### src/scma_pkg.sv
// ----------------------------------------------------------------------------
// scma_pkg
// shared types and constants of the six-channel moving average
// ----------------------------------------------------------------------------
`timescale 1ns / 1ps

package scma_pkg;

    localparam int CHANNELS = 6;
    localparam int SAMPLE_W = 16;
    localparam int DEPTH    = 16;
    localparam int SUM_W    = 24;
    localparam int SLOT_W   = (DEPTH > 1) ? $clog2(DEPTH) : 1;
    localparam int ROW_W    = CHANNELS * SAMPLE_W;

    // exact division by DEPTH for magnitudes below 2^SUM_W
    localparam int RECIP_K = SUM_W + $clog2(DEPTH);
    localparam int RECIP_W = SUM_W + 2;
    localparam int PROD_W  = SUM_W + RECIP_W;
    localparam longint unsigned RECIP_M_L =
        ((64'd1 << RECIP_K) + 64'(DEPTH) - 64'd1) / 64'(DEPTH);
    localparam logic [RECIP_W-1:0] RECIP_M = RECIP_M_L[RECIP_W-1:0];

    typedef struct packed {
        logic signed [SAMPLE_W-1:0] accel_x;
        logic signed [SAMPLE_W-1:0] accel_y;
        logic signed [SAMPLE_W-1:0] accel_z;
        logic signed [SAMPLE_W-1:0] gyro_x;
        logic signed [SAMPLE_W-1:0] gyro_y;
        logic signed [SAMPLE_W-1:0] gyro_z;
    } frame_t;

    typedef struct packed {
        logic signed [SAMPLE_W-1:0] mean_accel_x;
        logic signed [SAMPLE_W-1:0] mean_accel_y;
        logic signed [SAMPLE_W-1:0] mean_accel_z;
        logic signed [SAMPLE_W-1:0] mean_gyro_x;
        logic signed [SAMPLE_W-1:0] mean_gyro_y;
        logic signed [SAMPLE_W-1:0] mean_gyro_z;
    } mean_t;

    typedef logic [CHANNELS-1:0][SAMPLE_W-1:0] chan_vec_t;

    // sum / DEPTH, truncated toward zero
    function automatic logic [SAMPLE_W-1:0] div_depth(input logic signed [SUM_W-1:0] s);
        logic [SUM_W-1:0]    mag;
        logic [PROD_W-1:0]   prod;
        logic [SAMPLE_W-1:0] q;
        mag  = s[SUM_W-1] ? $unsigned(-s) : $unsigned(s);
        prod = PROD_W'(mag) * PROD_W'(RECIP_M);
        q    = SAMPLE_W'(prod >> RECIP_K);
        return s[SUM_W-1] ? SAMPLE_W'(-q) : q;
    endfunction

endpackage

### src/scma_ram.sv
// ----------------------------------------------------------------------------
// scma_ram
// generic single-clock ram, one write port, one read port, registered read
// ----------------------------------------------------------------------------
`timescale 1ns / 1ps

module scma_ram #(
    parameter int WIDTH = 8,
    parameter int WORDS = 16
) (
    input  logic                                    clk,
    input  logic                                    we,
    input  logic [((WORDS > 1) ? $clog2(WORDS) : 1)-1:0] waddr,
    input  logic [WIDTH-1:0]                        wdata,
    input  logic                                    re,
    input  logic [((WORDS > 1) ? $clog2(WORDS) : 1)-1:0] raddr,
    output logic [WIDTH-1:0]                        rdata
);

    logic [WIDTH-1:0] mem [WORDS];
    logic [WIDTH-1:0] rdata_reg;

    always_ff @(posedge clk)
    begin
        if (we)
        begin
            mem[waddr] <= wdata;
        end
        if (re)
        begin
            rdata_reg <= mem[raddr];
        end
    end

    assign rdata = rdata_reg;

endmodule

### src/six_channel_moving_average.sv
// ----------------------------------------------------------------------------
// six_channel_moving_average
// datapath: a taken frame reads its ring row, then the sums are updated and
// snapshotted, then the divided snapshot is registered as the mean
// throughput: one frame per cycle unless mean_ready stalls; one ring ram row holds all six channels
// reset: sums, slot pointer and row valid bits clear at once; unwritten rows
// read as zero, so the block takes frames straight after reset
// ----------------------------------------------------------------------------
`timescale 1ns / 1ps

module six_channel_moving_average
    import scma_pkg::*;
(
    input  logic   clk,
    input  logic   rst_n,
    input  logic   frame_valid,
    output logic   frame_ready,
    input  frame_t frame,
    output logic   mean_valid,
    input  logic   mean_ready,
    output mean_t  mean
);

    // control
    logic              v1_reg, v2_reg, vo_reg;
    logic              accept, move2, move_o;
    logic [SLOT_W-1:0] rd_slot_reg, rd_slot_next;
    logic [SLOT_W-1:0] s1_slot_reg;
    logic [DEPTH-1:0]  row_valid_reg;
    logic              hz_reg, rv_reg;

    // payload
    chan_vec_t               s1_new_reg;
    chan_vec_t               fwd_reg;
    chan_vec_t               old_v;
    logic [ROW_W-1:0]        ram_rdata;
    logic signed [SUM_W-1:0] sum_reg  [CHANNELS];
    logic signed [SUM_W-1:0] sum_next [CHANNELS];
    logic signed [SUM_W-1:0] snap_reg [CHANNELS];
    chan_vec_t               mean_v;
    chan_vec_t               out_reg;

    assign move_o      = v2_reg && (!vo_reg || mean_ready);
    assign move2       = v1_reg && (!v2_reg || move_o);
    assign frame_ready = !v1_reg || move2;
    assign accept      = frame_valid && frame_ready;

    assign rd_slot_next = (rd_slot_reg == SLOT_W'(DEPTH - 1)) ? '0 : rd_slot_reg + 1'b1;

    scma_ram #(
        .WIDTH (ROW_W),
        .WORDS (DEPTH)
    ) u_ring (
        .clk   (clk),
        .we    (move2),
        .waddr (s1_slot_reg),
        .wdata (s1_new_reg),
        .re    (accept),
        .raddr (rd_slot_reg),
        .rdata (ram_rdata)
    );

    // oldest samples: forwarded row on a same-row overlap, zero if never written
    always_comb
    begin
        if (hz_reg)
        begin
            old_v = fwd_reg;
        end
        else if (rv_reg)
        begin
            old_v = chan_vec_t'(ram_rdata);
        end
        else
        begin
            old_v = '0;
        end
        for (int c = 0; c < CHANNELS; c++)
        begin
            sum_next[c] = sum_reg[c] - SUM_W'($signed(old_v[c]))
                          + SUM_W'($signed(s1_new_reg[c]));
        end
        for (int c = 0; c < CHANNELS; c++)
        begin
            mean_v[c] = div_depth(snap_reg[c]);
        end
    end

    always_ff @(posedge clk or negedge rst_n)
    begin
        if (!rst_n)
        begin
            v1_reg        <= 1'b0;
            v2_reg        <= 1'b0;
            vo_reg        <= 1'b0;
            rd_slot_reg   <= '0;
            row_valid_reg <= '0;
            hz_reg        <= 1'b0;
            rv_reg        <= 1'b0;
            for (int c = 0; c < CHANNELS; c++)
            begin
                sum_reg[c] <= '0;
            end
        end
        else
        begin
            if (frame_ready)
            begin
                v1_reg <= accept;
            end
            if (!v2_reg || move_o)
            begin
                v2_reg <= move2;
            end
            if (!vo_reg || mean_ready)
            begin
                vo_reg <= move_o;
            end
            if (accept)
            begin
                rd_slot_reg <= rd_slot_next;
                hz_reg      <= move2 && (s1_slot_reg == rd_slot_reg);
                rv_reg      <= row_valid_reg[rd_slot_reg];
            end
            if (move2)
            begin
                row_valid_reg[s1_slot_reg] <= 1'b1;
                for (int c = 0; c < CHANNELS; c++)
                begin
                    sum_reg[c] <= sum_next[c];
                end
            end
        end
    end

    always_ff @(posedge clk)
    begin
        if (accept)
        begin
            s1_new_reg  <= chan_vec_t'(frame);
            s1_slot_reg <= rd_slot_reg;
            fwd_reg     <= s1_new_reg;
        end
        if (move2)
        begin
            for (int c = 0; c < CHANNELS; c++)
            begin
                snap_reg[c] <= sum_next[c];
            end
        end
        if (move_o)
        begin
            out_reg <= mean_v;
        end
    end

    assign mean_valid = vo_reg;
    assign mean       = mean_t'(out_reg);

endmodule

### config.mk
export PLATFORM = sky130hd
export DESIGN_NAME = six_channel_moving_average
export DESIGN_NICKNAME = d
export VERILOG_FILES = /design/src/scma_pkg.sv /design/src/scma_ram.sv /design/src/six_channel_moving_average.sv
export SDC_FILE = /design/constraint.sdc
export NUM_CORES = 2
export LEC_CHECK = 0
export ABC_AREA = 1
export BUFFER_PORTS_ARGS = -buffer_cell sky130_fd_sc_hd__buf_2
export CORE_ASPECT_RATIO = 1.2
export CORE_MARGIN = 5
export CORE_UTILIZATION = 61
export DETAILED_ROUTE_END_ITERATION = 7
export PLACE_DENSITY = 0.77
export SKIP_LAST_GASP = 1
export SYNTH_ARGS = -nofsm -noshare
export SYNTH_HDL_FRONTEND = slang
export SYNTH_SLANG_ARGS = --single-unit
### constraint.sdc
create_clock -name clk -period 10.15 [get_ports clk]
set_input_delay 1.5225 -clock clk [delete_from_list [all_inputs] [get_ports clk]]
set_output_delay 1.5225 -clock clk [all_outputs]
set_load 0.01 [all_outputs]
==> results by group <==
Synth
  – Ys Warns: 0
  – Leading area contributor after synthesis: edfxtp_1
  – Post-Syn Instances: 8629
  – Yosys cell types: 50
  – Seq cells post-synth: 2219
  – Synthesized Nets: roughly 9000
  – Sequential-to-total area share from yosys stat: 0.661
  – Synthesized area: between 90000 and 100000 sq um
  – Yosys top cell area share: 0.619
  – Avg Cell Area, Syn: between 10 and 15 sq um
  – Top area cells in the synthesized netlist: edfxtp_1, nand2_1, o21ai_0

Cells and area
  – Layout area overhead: 9.83%
  – Largest register FFs: 1536
  – Ratio of cells with drive above 1 in the final layout: 0.0820
  – Filler cell count: roughly 11000
  – Final nets: approximately 9000
  – Commonest non-fill, non-tap cell in the layout: edfxtp_1
  – Commonest cells after routing, fill and taps aside: edfxtp_1, nand2_1, nor2_1, o21ai_0, inv_1

Critical path
  – R2R depth: 16
  – Most common cell on crit path: inv_1
  – Critical path arrival: ~5.8 ns
  – CP Data Required Time: 10.84 ns
  – Reg-to-Reg End: sum_reg[137]
  – Critical Path, Cell by Cell: inv_1 > nand2_1 > inv_4 > buf_4 > a22oi_1 > inv_1 > fa_1 > inv_1 > ha_1 > a21oi_1 > o21ai_0 > a21oi_1 > nand3_1 > xor2_1 > nand2_1 > o21ai_0
  – CP top delay family: buffers and inverters
  – Critical path depth in cells: 16
  – WS Path Type: reg2reg
  – Critical R2R Launch: hz_reg
  – R2R setup slack: 5.02 ns
  – Slowest stage cell, crit path: dfrtp_4
  – Crit-path max FO: 60
  – Largest stage delay, worst path: 0.80 ns
  – CP endpoint kind: register
  – CP bufs+invs: 5
  – Critical Path Source Type: register

Global route
  – Met2 Use GR: 0.473
  – GRT Overall Usage: 0.287
  – GRT met1 Usage: 0.398
  – GR peak layer: met2
  – M3 GR Usage: 0.0442
  – Largest net degree at the start of global routing: ~240
  – Vias in the first global route: 66700
  – Antenna violations before repair: 3
  – Global-route wire length before repair: 381000 um
  – Grt ovf: 0

STA
  – Slew margin rel.: 0.137
  – Worst slew pin tran: roughly 1.3 ns
  – F_max: about 190 MHz
  – RSZ-0062 raised after global routing: no
  – Setup total negative slack: 0 ns
  – Count of final hold-check violations: 0
  – Setup Viol. Count Final: 0
  – Final Max Slew Viols: 0
  – Minimum clock period: 5.13 ns
  – Final worst path period share: 0.506
  – Clock Skew: 0.0335 ns

Clock network
  – Clock Root Buffer: clkbuf_16
  – # hold bufs at CTS: 0
  – Worst-path clk slew: approximately 0.060 ns
  – CTS Sinks: 2219
  – H-tree levels: 4
  – CTS tree: yes
  – Clock latency on the worst-skew pair: 0.86 ns
  – Post CTS Setup Buffer Count: 0
  – CTS Buf Count: 206
  – Longest Clk Path Bufs: 3
  – Resized cells post-CTS: 0

Min path
  – Worst Hold Depth: 2
  – Worst Hold Endpoint: row_valid_reg[9]
  – Worst min path class: reg2reg
  – HP Start: row_valid_reg[9]

Status
  – Outcome: finished clean

Flow run
  – Max Cap Violations: 0

Detailed routing
  – Final WL: 248000 um
  – Vias per std cell: 6.14
  – Post-route ant nets: 0
  – Residual DRC count: 0
  – Drt pass-1 iters: 6
  – Vias after detailed routing: between 60000 and 70000
  – Initial drt markers: 7579
  – Routed len/inst: between 20 and 25 um

Floorplan
  – Core area: 162000 sq um
  – Initial Util: 0.613
  – Die Wd: 379 um
  – Die H: between 400 and 500 um
  – Die ar.: 171000 sq um
  – Io pins: 198
  – Site Rows: 162

Placed design
  – RD Place Congestion: 0.917
  – Detailed Place HPWL: about 150000 um
  – IO buf count: 197
## routing by layer
metal | share of wire | wire length, um
met5 | 0 | 0
met1 | 0.40 | 98300
met4 | 0.031 | 7740
met3 | 0.090 | 22400
met2 | 0.48 | 119000
## logic make-up after synthesis
group / count (synthesis) / share of synthesized area
flip-flops: 2219 / 0.661
AND/OR/NAND/NOR: 3252 / 0.136
AO/OA/AOI/OAI: 1751 / 0.103
XOR/XNOR: 160 / 0.0141
buffers and inverters: 952 / 0.0382
adder cells (fa/ha/maj): 295 / 0.0475
## cells in the mapped netlist, drive strengths merged
| cell type | n |
|---|---|
| o211ai | 52 |
| o21bai | 26 |
| o221ai | 149 |
| nand3 | 506 |
| dfrtp | 169 |
| o21ai | 973 |
| nand2b | 1 |
| o31ai | 5 |
| a22oi | 79 |
| nand2 | 1412 |
| clkbuf | 240 |
| nand3b | 19 |
| nor4 | 7 |
| a31oi | 11 |
| ha | 157 |
| buf | 148 |
| nor2 | 1172 |
| a22o | 17 |
| inv | 560 |
| clkinv | 4 |
| o21a | 6 |
| o22ai | 236 |
| a211oi | 2 |
| xnor2 | 47 |
| nor3 | 31 |
| fa | 138 |
| edfxtp | 2050 |
| or2 | 17 |
| nor2b | 1 |
| a21o | 13 |
| a211o | 3 |
| a21boi | 15 |
| nand4 | 74 |
| xor2 | 113 |
| a21oi | 164 |
| and2 | 12 |
## layout make-up
cell class,count,area [sq um],area share
Multi-Input combinational cell,5458,30100,0.275
Antenna cell,1,2.50,0.0000229
Clock inverter,112,1270,0.0117
Clock buffer,277,5620,0.0514
Inverter,564,2150,0.0197
Sequential cell,2219,65800,0.602
Timing Repair Buffer,282,1710,0.0156
Tap cell,2132,2670,0.0244
## through the flow
stage	hold WS [ns]	util	instances	worst slack (ns)	area (sq um)
finish	0.472	0.673	11045	5.02	109000
CTS	0.471	0.673	11044	5.09	109000
detailed placement	0.455	0.631	10655	4.67	102000
global route	0.486	0.673	11045	4.72	109000
floorplan	0.428	-	8629	0.296	99500
global placement	0.441	0.631	10655	4.67	102000
## worst max path at each step
stage	to	slack (ns)	startpoint
CTS	sum_reg[137]	5.09	hz_reg
global placement	u_ring.mem[4][4]	4.67	mean_ready
finish	sum_reg[137]	5.02	hz_reg
detailed placement	u_ring.mem[4][9]	4.67	mean_ready
global route	snap_reg[0][23]	4.72	hz_reg
floorplan	fwd_reg[0]	0.30	mean_ready
## worst reg2reg max path, cell delays in order (launching register included)
cell     delay [ns]
dfrtp_4        0.80
inv_1          0.18
nand2_1        0.10
inv_4          0.48
buf_4          0.74
a22oi_1        0.28
inv_1          0.38
fa_1           0.51
inv_1          0.07
ha_1           0.28
a21oi_1        0.25
o21ai_0        0.22
a21oi_1        0.18
nand3_1        0.14
xor2_1         0.17
nand2_1        0.07
o21ai_0        0.10
Power is left out: the tool's default activity adds up to more than one toggle a clock period on the data nets, which glitch-free logic cannot reach.
